## src/sv/lcct_pkg.sv

```systemverilog
// shared types and constants for the lru chunk cache tracker
`default_nettype none

package lcct_pkg;

    localparam int CACHE_ENTRIES_DEF = 8;
    localparam int ID_W              = 24;

    typedef enum logic [2:0] {
        ST_IDLE = 3'b001,
        ST_CMP  = 3'b010,
        ST_UPD  = 3'b100
    } lcct_state_t;

    typedef struct packed {
        logic load;
        logic compare;
        logic update;
    } lcct_cmd_t;

    typedef struct packed {
        logic out_busy;
    } lcct_status_t;

endpackage

`default_nettype wire

```

## src/sv/lcct_ifs.sv

```systemverilog
// request and response channel interfaces
`default_nettype none

interface lcct_req_if;
    logic                       valid;
    logic                       ready;
    logic [lcct_pkg::ID_W-1:0]  chunk_id;

    modport source (output valid, output chunk_id, input ready);
    modport sink   (input valid, input chunk_id, output ready);
endinterface

interface lcct_rsp_if;
    logic                       valid;
    logic                       ready;
    logic                       hit;
    logic                       victim_valid;
    logic [lcct_pkg::ID_W-1:0]  victim_id;

    modport source (output valid, output hit, output victim_valid, output victim_id,
                    input ready);
    modport sink   (input valid, input hit, input victim_valid, input victim_id,
                    output ready);
endinterface

`default_nettype wire

```

## src/sv/lcct_ctrl.sv

```systemverilog
// controller state machine sequencing load, compare and update
`default_nettype none

module lcct_ctrl (
    input  wire logic                  clk,
    input  wire logic                  rst_n,
    input  wire logic                  req_valid,
    output logic                       req_ready,
    input  wire lcct_pkg::lcct_status_t status,
    output lcct_pkg::lcct_cmd_t         cmd
);

    lcct_pkg::lcct_state_t state_reg;
    lcct_pkg::lcct_state_t state_next;

    always_ff @(posedge clk or negedge rst_n)
    begin
        if (!rst_n)
        begin
            state_reg <= lcct_pkg::ST_IDLE;
        end
        else
        begin
            state_reg <= state_next;
        end
    end

    always_comb
    begin
        state_next  = state_reg;
        req_ready   = 1'b0;
        cmd         = '0;
        case (state_reg)
            lcct_pkg::ST_IDLE:
            begin
                req_ready = 1'b1;
                if (req_valid)
                begin
                    cmd.load   = 1'b1;
                    state_next = lcct_pkg::ST_CMP;
                end
            end
            lcct_pkg::ST_CMP:
            begin
                cmd.compare = 1'b1;
                state_next  = lcct_pkg::ST_UPD;
            end
            lcct_pkg::ST_UPD:
            begin
                if (!status.out_busy)
                begin
                    cmd.update = 1'b1;
                    state_next = lcct_pkg::ST_IDLE;
                end
            end
            default:
            begin
                state_next = lcct_pkg::ST_IDLE;
            end
        endcase
    end

endmodule

`default_nettype wire

```

## src/sv/lcct_dp.sv

```systemverilog
// datapath: recency list, match vector, fill count and result register
`default_nettype none

module lcct_dp #(
    parameter int CACHE_ENTRIES = lcct_pkg::CACHE_ENTRIES_DEF
) (
    input  wire logic                         clk,
    input  wire logic                         rst_n,
    input  wire lcct_pkg::lcct_cmd_t          cmd,
    output lcct_pkg::lcct_status_t            status,
    output logic [$clog2(CACHE_ENTRIES+1)-1:0] held,
    input  wire logic [lcct_pkg::ID_W-1:0]    req_chunk_id,
    output logic                              rsp_valid,
    input  wire logic                         rsp_ready,
    output logic                              rsp_hit,
    output logic                              rsp_victim_valid,
    output logic [lcct_pkg::ID_W-1:0]         rsp_victim_id
);

    localparam int CNT_W = $clog2(CACHE_ENTRIES + 1);
    localparam logic [CNT_W-1:0] FULL = CNT_W'(CACHE_ENTRIES);

    logic [lcct_pkg::ID_W-1:0] entry_reg [CACHE_ENTRIES];
    logic [lcct_pkg::ID_W-1:0] id_reg;
    logic [CACHE_ENTRIES-1:0]  match_reg;
    logic [CNT_W-1:0]          held_reg;
    logic [CNT_W-1:0]          held_next;
    logic                      out_valid_reg;
    logic                      hit_reg;
    logic                      vvalid_reg;
    logic [lcct_pkg::ID_W-1:0] vid_reg;

    logic                      any_match;
    logic                      full;
    logic [CACHE_ENTRIES-1:0]  lowest;
    logic [CACHE_ENTRIES-1:0]  shift_en;

    // positions up to and including the first match move one place older; on a miss all filled positions do
    always_comb
    begin
        any_match = |match_reg;
        full      = (held_reg == FULL);
        lowest    = match_reg & (~match_reg + CACHE_ENTRIES'(1));
        for (int k = 0; k < CACHE_ENTRIES; k++)
        begin
            shift_en[k] = (CNT_W'(k) <= held_reg);
        end
        if (any_match)
        begin
            shift_en = lowest | (lowest - CACHE_ENTRIES'(1));
        end
        held_next = held_reg;
        if (!any_match && !full)
        begin
            held_next = held_reg + CNT_W'(1);
        end
    end

    always_ff @(posedge clk)
    begin
        if (cmd.load)
        begin
            id_reg <= req_chunk_id;
        end
        if (cmd.compare)
        begin
            for (int k = 0; k < CACHE_ENTRIES; k++)
            begin
                match_reg[k] <= (entry_reg[k] == id_reg) && (CNT_W'(k) < held_reg);
            end
        end
        if (cmd.update)
        begin
            entry_reg[0] <= id_reg;
            for (int k = 1; k < CACHE_ENTRIES; k++)
            begin
                if (shift_en[k])
                begin
                    entry_reg[k] <= entry_reg[k-1];
                end
            end
            hit_reg    <= any_match;
            vvalid_reg <= !any_match && full;
            vid_reg    <= (!any_match && full) ? entry_reg[CACHE_ENTRIES-1] : '0;
        end
    end

    always_ff @(posedge clk or negedge rst_n)
    begin
        if (!rst_n)
        begin
            held_reg      <= '0;
            out_valid_reg <= 1'b0;
        end
        else
        begin
            if (cmd.update)
            begin
                held_reg      <= held_next;
                out_valid_reg <= 1'b1;
            end
            else if (rsp_ready)
            begin
                out_valid_reg <= 1'b0;
            end
        end
    end

    assign status.out_busy  = out_valid_reg && !rsp_ready;
    assign held             = held_reg;
    assign rsp_valid        = out_valid_reg;
    assign rsp_hit          = hit_reg;
    assign rsp_victim_valid = vvalid_reg;
    assign rsp_victim_id    = vid_reg;

endmodule

`default_nettype wire

```

## src/sv/lru_chunk_cache_tracker.sv

```systemverilog
// top level of the fully associative lru chunk cache tracker
//
//  channel  dir  payload                              handshake
//  req      in   chunk_id[23:0]                       valid / ready
//  rsp      out  hit, victim_valid, victim_id[23:0]   valid / ready
//
//  each item passes three steps: accept, parallel compare of all entries, update
//  the compare stage registers a match vector; the update stage shifts the list
//  one result per item; the next item is accepted while a result waits
//  the update waits while the result register is still held by a stalled sink
//  reset empties the store (fill count to zero); list entries are not cleared
`default_nettype none

module lru_chunk_cache_tracker #(
    parameter int CACHE_ENTRIES = lcct_pkg::CACHE_ENTRIES_DEF
) (
    input  wire logic   clk,
    input  wire logic   rst_n,
    lcct_req_if.sink    req,
    lcct_rsp_if.source  rsp
);

    lcct_pkg::lcct_cmd_t    cmd;
    lcct_pkg::lcct_status_t status;
    logic [$clog2(CACHE_ENTRIES+1)-1:0] held;

    lcct_ctrl u_ctrl (
        .clk       (clk),
        .rst_n     (rst_n),
        .req_valid (req.valid),
        .req_ready (req.ready),
        .status    (status),
        .cmd       (cmd)
    );

    lcct_dp #(
        .CACHE_ENTRIES (CACHE_ENTRIES)
    ) u_dp (
        .clk              (clk),
        .rst_n            (rst_n),
        .cmd              (cmd),
        .status           (status),
        .held             (held),
        .req_chunk_id     (req.chunk_id),
        .rsp_valid        (rsp.valid),
        .rsp_ready        (rsp.ready),
        .rsp_hit          (rsp.hit),
        .rsp_victim_valid (rsp.victim_valid),
        .rsp_victim_id    (rsp.victim_id)
    );

    a_no_overwrite: assert property (@(posedge clk) disable iff (!rst_n)
        cmd.update |-> !(rsp.valid && !rsp.ready))
        else $error("result register overwritten");

    a_hit_no_victim: assert property (@(posedge clk) disable iff (!rst_n)
        (rsp.valid && rsp.hit) |-> !rsp.victim_valid)
        else $error("hit reported with a victim");

    a_victim_zero: assert property (@(posedge clk) disable iff (!rst_n)
        (rsp.valid && !rsp.victim_valid) |-> (rsp.victim_id == '0))
        else $error("victim id not zero without eviction");

    a_held_bound: assert property (@(posedge clk) disable iff (!rst_n)
        32'(held) <= CACHE_ENTRIES)
        else $error("fill count beyond capacity");

    a_victim_full: assert property (@(posedge clk) disable iff (!rst_n)
        (cmd.update ##1 (rsp.victim_valid)) |-> (32'(held) == CACHE_ENTRIES))
        else $error("eviction while store not full");

endmodule

`default_nettype wire
```

## src/flat_wrapper.sv

```systemverilog
// flat-port wrapper written by rule: the top's interface ports become plain ports
module lru_chunk_cache_tracker_flat 
#(
    parameter int CACHE_ENTRIES = lcct_pkg::CACHE_ENTRIES_DEF
)
  (clk, rst_n, req_valid, req_chunk_id, req_ready, rsp_valid, rsp_hit, rsp_victim_valid, rsp_victim_id, rsp_ready);
  lcct_req_if req_i ();
  lcct_rsp_if rsp_i ();
  input  wire logic clk;
  input  wire logic rst_n;
  input wire logic [$bits(req_i.valid)-1:0] req_valid;
  input wire logic [$bits(req_i.chunk_id)-1:0] req_chunk_id;
  output wire logic [$bits(req_i.ready)-1:0] req_ready;
  output wire logic [$bits(rsp_i.valid)-1:0] rsp_valid;
  output wire logic [$bits(rsp_i.hit)-1:0] rsp_hit;
  output wire logic [$bits(rsp_i.victim_valid)-1:0] rsp_victim_valid;
  output wire logic [$bits(rsp_i.victim_id)-1:0] rsp_victim_id;
  input wire logic [$bits(rsp_i.ready)-1:0] rsp_ready;
  assign req_i.valid = req_valid;
  assign req_i.chunk_id = req_chunk_id;
  assign req_ready = req_i.ready;
  assign rsp_valid = rsp_i.valid;
  assign rsp_hit = rsp_i.hit;
  assign rsp_victim_valid = rsp_i.victim_valid;
  assign rsp_victim_id = rsp_i.victim_id;
  assign rsp_i.ready = rsp_ready;
  lru_chunk_cache_tracker #(.CACHE_ENTRIES(CACHE_ENTRIES)) u_core (.clk(clk), .rst_n(rst_n), .req(req_i), .rsp(rsp_i));
endmodule
```

## config.mk

```make
export PLATFORM = sky130hd
export DESIGN_NAME = lru_chunk_cache_tracker_flat
export DESIGN_NICKNAME = d
export VERILOG_FILES = /design/src/sv/lcct_pkg.sv /design/src/sv/lcct_ifs.sv /design/src/sv/lcct_ctrl.sv /design/src/sv/lcct_dp.sv /design/src/sv/lru_chunk_cache_tracker.sv /design/src/flat_wrapper.sv
export SDC_FILE = /design/constraint.sdc
export NUM_CORES = 1
export LEC_CHECK = 0
export ABC_AREA = 1
export BUFFER_PORTS_ARGS = -buffer_cell sky130_fd_sc_hd__buf_2
export CAP_MARGIN = 10
export CORE_AREA = 3 3 164 166
export CTS_BUF_LIST = sky130_fd_sc_hd__clkbuf_8
export CTS_CLUSTER_SIZE = 28
export DETAILED_ROUTE_END_ITERATION = 6
export DIE_AREA = 0 0 167 169
export GPL_TIMING_DRIVEN = 0
export PLACE_DENSITY = 0.62
export SLEW_MARGIN = 10
export SYNTH_ARGS = -nofsm -noshare
export SYNTH_HDL_FRONTEND = slang
export SYNTH_SLANG_ARGS = --single-unit
export TNS_END_PERCENT = 1
```

## constraint.sdc

```tcl
create_clock -name clk -period 7.2 [get_ports clk]
set_input_delay 0.72 -clock clk [delete_from_list [all_inputs] [get_ports clk]]
set_output_delay 0.72 -clock clk [all_outputs]
set_load 0.05 [all_outputs]
```

Word level (Yosys, flattened, before mapping):

Memories as Yosys holds them, arrays and structs flattened.
Index checks and enable logic that the tools add are counted.

* RAM bits: 192
* memories kept: 1
* logic and storage cells: 98
* flip-flop bits (word level): 66

Memories
* u_core.u_dp.entry_reg: words 8, bits a word 24, rd ports 8, clocked after Yosys merged registers in 0, wr ports 8, line lcct_dp.sv:23 `logic [lcct_pkg::ID_W-1:0] entry_reg [CACHE_ENTRIES];`

* bitwise logic cells: 3
* equality and inequality tests: 14
* $add $sub $neg: 3
* $lt $le $gt $ge: 16
* muxes and demuxes: 35
* reduce and logical (&&, ||, !) cells: 18

Operator list (count)
* $eq A24 B24 Y1: 8
* $mux W1: 31
* $le A3 B4 Y1 const A: 4
* $lt A3 B4 Y1 const A: 4
* $logic_and A1 B1 Y1: 11
* $pmux W3 S3: 1
* $add A8 B1 Y8 const B: 1
* $and A8 B8 Y8: 1
* $le A1 B4 Y1 const A: 2
* $le A2 B4 Y1 const A: 2
* $lt A1 B4 Y1 const A: 2
* $lt A2 B4 Y1 const A: 2
* $mux W8: 1
* $not A8 Y8: 1
* $or A8 B8 Y8: 1
* $reduce_or A8 Y1: 1
* $sub A8 B1 Y8 const B: 1
* $mux W3: 2
* $add A4 B1 Y4 const B: 1
* $eq A4 B4 Y1 const B: 1
* $ne A2 B2 Y1 const B: 2
* $reduce_and A2 Y1: 2
* $eq A3 B1 Y1 const B: 1
* $eq A3 B2 Y1 const B: 1
* 3 further kinds: 5

Longest topological paths before layout:

* word-level depth: 9
* gate-level depth with buffers: 9

Hierarchy:

From an unflattened synthesis, not the netlist that was laid out.

* cell total of the unflattened synthesis: 1213
* area, all modules: 12010.3 um^2

Modules (own cells, without submodules)
* lcct_dp: sequential area each 7632.3 um^2, cells each 1193, area an instance 11838.9 um^2, instances 1
* lcct_ctrl: sequential area each 76.3 um^2, cells each 20, area an instance 171.4 um^2, instances 1

Least setup slack after synthesis:

OpenSTA, ideal clock, no wires.

* kind: in2reg
* start point: in rsp_ready
* end point: mem u_core.u_dp.entry_reg[0][24] (netlist name) (enable)
* stages: 5
* data required time: 6.758 ns
* library setup time: 0.442 ns
* slack: 3.765 ns
* data arrival time: 2.993 ns
* path buffers: 0
* cells stage by stage: inv_1 -> nand2_2 -> nand4_1 -> nor2_1 -> a21boi_0

RTL lines
* from (decl): line flat_wrapper.sv:18 `input wire logic [$bits(rsp_i.ready)-1:0] rsp_ready;`
* to (decl): line lcct_dp.sv:23

Worst setup path after layout:

* start point: reg u_core.u_ctrl.state_reg[0]
* end point: out req_ready

* cells in the longest elaborated chain, start to end: 2

RTL lines
* from (decl): line lcct_ctrl.sv:13 `lcct_pkg::lcct_state_t state_reg;`
* from (signal assigned): line lcct_ctrl.sv:20 `state_reg <= lcct_pkg::ST_IDLE;`
* from (signal assigned): line lcct_ctrl.sv:24 `state_reg <= state_next;`
* $eq A3 B1 Y1: line lcct_ctrl.sv:33 `case (state_reg)`
* $mux W1: line lcct_ctrl.sv:33
* to (decl): line flat_wrapper.sv:13 `output wire logic [$bits(req_i.ready)-1:0] req_ready;`

Every way passes these cells.

==> results.yml <==
critical_path:
  crit_buf_inv: 2
  end_kind: "primary output"
  r2r_cells: 6
  rr_endpoint: "u_core.u_dp.entry_reg[1][83]"
  critPathArrivalTime_ns: 1.57
  path_cells: "nand3_1 > inv_1 > buf_2"
  slowest_delay_ns: 0.52
  required_ns: 6.48
  critPathMaxFanout: 5
  cp-start-kind: "flop"
  r2r_slack_ns: 5.06
  r2r_start: "u_core.u_ctrl.state_reg[1]"
  slowest_stage: "dfstp_2"
  path_class: "reg -> out"
  cp_top_family: "flip-flops"
cells_and_area:
  multi_input_area_mm2: 0.003356
  drive_above_1_share_pct: 13.85
  nFillCells: 2257
  n_antenna_cell: 0
  layout_commonest_cell: "nand2_1"
  largest_reg_flops: 192
  final-seq-area_mm2: 0.007709
  mostFrequentLayoutCells: "489 x nand2_1, 250 x edfxtp_1, 202 x inv_1"
  synthToLayoutAreaGrowth_pct: 13.20
  nets: 1354
worst_hold_path:
  hold_depth: 2
  worstHoldStart: "req_valid"
  min_to: "u_core.u_ctrl.state_reg[0]"
  min-delay-path-class: "in -> reg"
floorplan:
  pin_count: 56
  core_mm2: 0.02576
  die_y_um: 169
  initial_core_util_pct: 46.48
  dieArea_mm2: 0.02822
  num_rows: 59
  die_w_um: 167
clock_tree:
  worstSkewPairLatency_ns: 0.54
  clock_sinks: 258
  htreeDepth: 2
  cts.path.max_buffers: 3
  cts_buffers: 43
  cts_tree: "built"
  cts-root-buf: "clkbuf_8"
  post_cts_buffers: 0
  cts.reportedPaths.clkPinSlew_ns: 0.05
sta:
  slew_headroom_pct: 64.69
  hold_violations: 0
  fin_setup_tns_ns: 0
  finalClockSkew_ns: 0.01094
  tightest_slew_ns: 0.5288
  fin_crit_ns: 2.292
  rsz0062_at_grt: "no"
  drv_slew: 0
  setup_violations: 0
  fmax_mhz: 436.3
  period_share_pct: 31.83
drt:
  dr.pass1.iters: 5
  wl_per_cell_um: 14.68
  ant_nets: 0
  vias: 7721
  drc: 0
  drt-total-wl_um: 24730
  drt_iter0_drc: 557
  viasPerCell: 4.582
logic_synthesis:
  synth_cells: 1213
  synth.top_cell.area_share_pct: 62.70
  ys_seq_area_share_pct: 64.38
  syn_nets: 1244
  netlist_area_mm2: 0.01197
  ys_types: 29
  yosysTopAreaCell: "edfxtp_1"
  synth_area_leaders: "edfxtp_1 63%, nand2_1 15%, inv_1 5.8%"
  ys_ff_latch: 258
  ys_warn_count: 0
  syn_area_per_cell_um2: 9.871
global_route:
  grt_pass1_wl_um: 38140
  antenna_found_initial: 0
  overflow: 0
  track_usage_pct: 17.62
  grt_pass1_vias: 7327
  grt_max_degree: 27
pwr:
  vdd.ir_drop.worst_uv: 168.4
  power.leakage_uw: 0.006127
  p_total_uw: 3456
  powerDensity_mw_per_mm2: 255.0
placement:
  dp_hpwl_um: 19510
  place_congestion: 0.8751
  port_buffers: 55
job:
  drv_cap: 0
status:
  outcome: "complete, no violations"
## layer usage
metal	wire [um]	share of wire, %	GRT usage (%)
met1	10710	43	22.52
met2	11460	46	29.35
met3	1384	5.6	2.849
met4	1174	4.7	8.824
met5	0	0	0
## repair_timing
| action | 4_1_cts | 5_1_grt |
|---|---|---|
| gates resized for setup | 0 | 0 |
| hold buffers | 1 | 0 |
| hold endpoints to repair | 7 | 0 |
## metrics by stage
| step | utilization, % | worst slack (ns) | hold slack (ns) | cell area [um2] | std cells |
|---|---|---|---|---|---|
| final | 52.61 | 4.908 | 0.3493 | 13550 | 1685 |
| after global routing | 52.61 | 4.798 | 0.3160 | 13550 | 1685 |
| after CTS | 52.61 | 4.865 | 0.3055 | 13550 | 1685 |
| after detailed placement | 49.76 | 4.609 | 0.4317 | 12820 | 1612 |
| after global placement | 49.17 | 2.743 | 0.4273 | 12670 | 1603 |
| after floorplan | - | 3.765 | 0.4206 | 11970 | 1213 |
## where the power goes
part	internal, uW	leakage [uW]	total, uW	switching, uW
Sequential	1720	0.00240	1760	35.3
Combinational	176	0.00328	573	397
Clock	570	0.000442	1120	552
## worst max-delay path by stage
| stage | endpoint | cells past startpoint | start |
|---|---|---|---|
| final | req_ready | 3 | u_core.u_ctrl.state_reg[0] |
| after detailed placement | u_core.u_dp.entry_reg[1][74] | 8 | rsp_ready |
| after CTS | req_ready | 3 | u_core.u_ctrl.state_reg[0] |
| after floorplan | u_core.u_dp.entry_reg[0][24] | 5 | rsp_ready |
| after global routing | req_ready | 3 | u_core.u_ctrl.state_reg[0] |
| after global placement | u_core.u_dp.entry_reg[0][34] | 6 | rsp_ready |
## cells in the mapped netlist
library cell / instances
xnor2_1: 43
buf_2: 3
nand3_2: 1
edfxtp_1: 250
nand2_2: 1
inv_2: 8
nor2_4: 20
ha_1: 3
o21ai_0: 3
o211ai_1: 3
a21boi_0: 1
nand3_1: 28
a21o_1: 1
o21ai_1: 1
or2_2: 3
nor2_8: 1
nor2_1: 117
buf_4: 21
buf_12: 2
nand4_1: 2
inv_1: 184
nand2_4: 2
a21oi_1: 4
o22ai_1: 1
dfstp_2: 1
nor2_2: 4
nand2_1: 489
xor2_1: 9
dfrtp_1: 7
## cells by family (layout without fill, tap and decap cells)
| kind of cell | count (synthesis) | count (layout) | synth area share, % |
|---|---|---|---|
| DFF | 258 | 258 | 64.38 |
| buffers and inverters | 218 | 355 | 7.795 |
| xor gates and xnor gates | 52 | 52 | 3.804 |
| and+or+nand+nor | 668 | 668 | 23.01 |
| AOI/OAI and AO/OA | 14 | 14 | 0.7001 |
| adders and majority gates | 3 | 3 | 0.3135 |
## cell type report
cell class | count | share of cell area (%)
multi-input cells | 737 | 24.76
well taps | 335 | 3.092
clock inverters | 27 | 0.7662
flip-flops and latches | 258 | 56.87
repair buffers | 65 | 3.055
inverters | 192 | 5.317
clock buffers | 45 | 4.569
plain buffers | 26 | 1.569
Note: power is estimated with default switching activity, not from simulation.
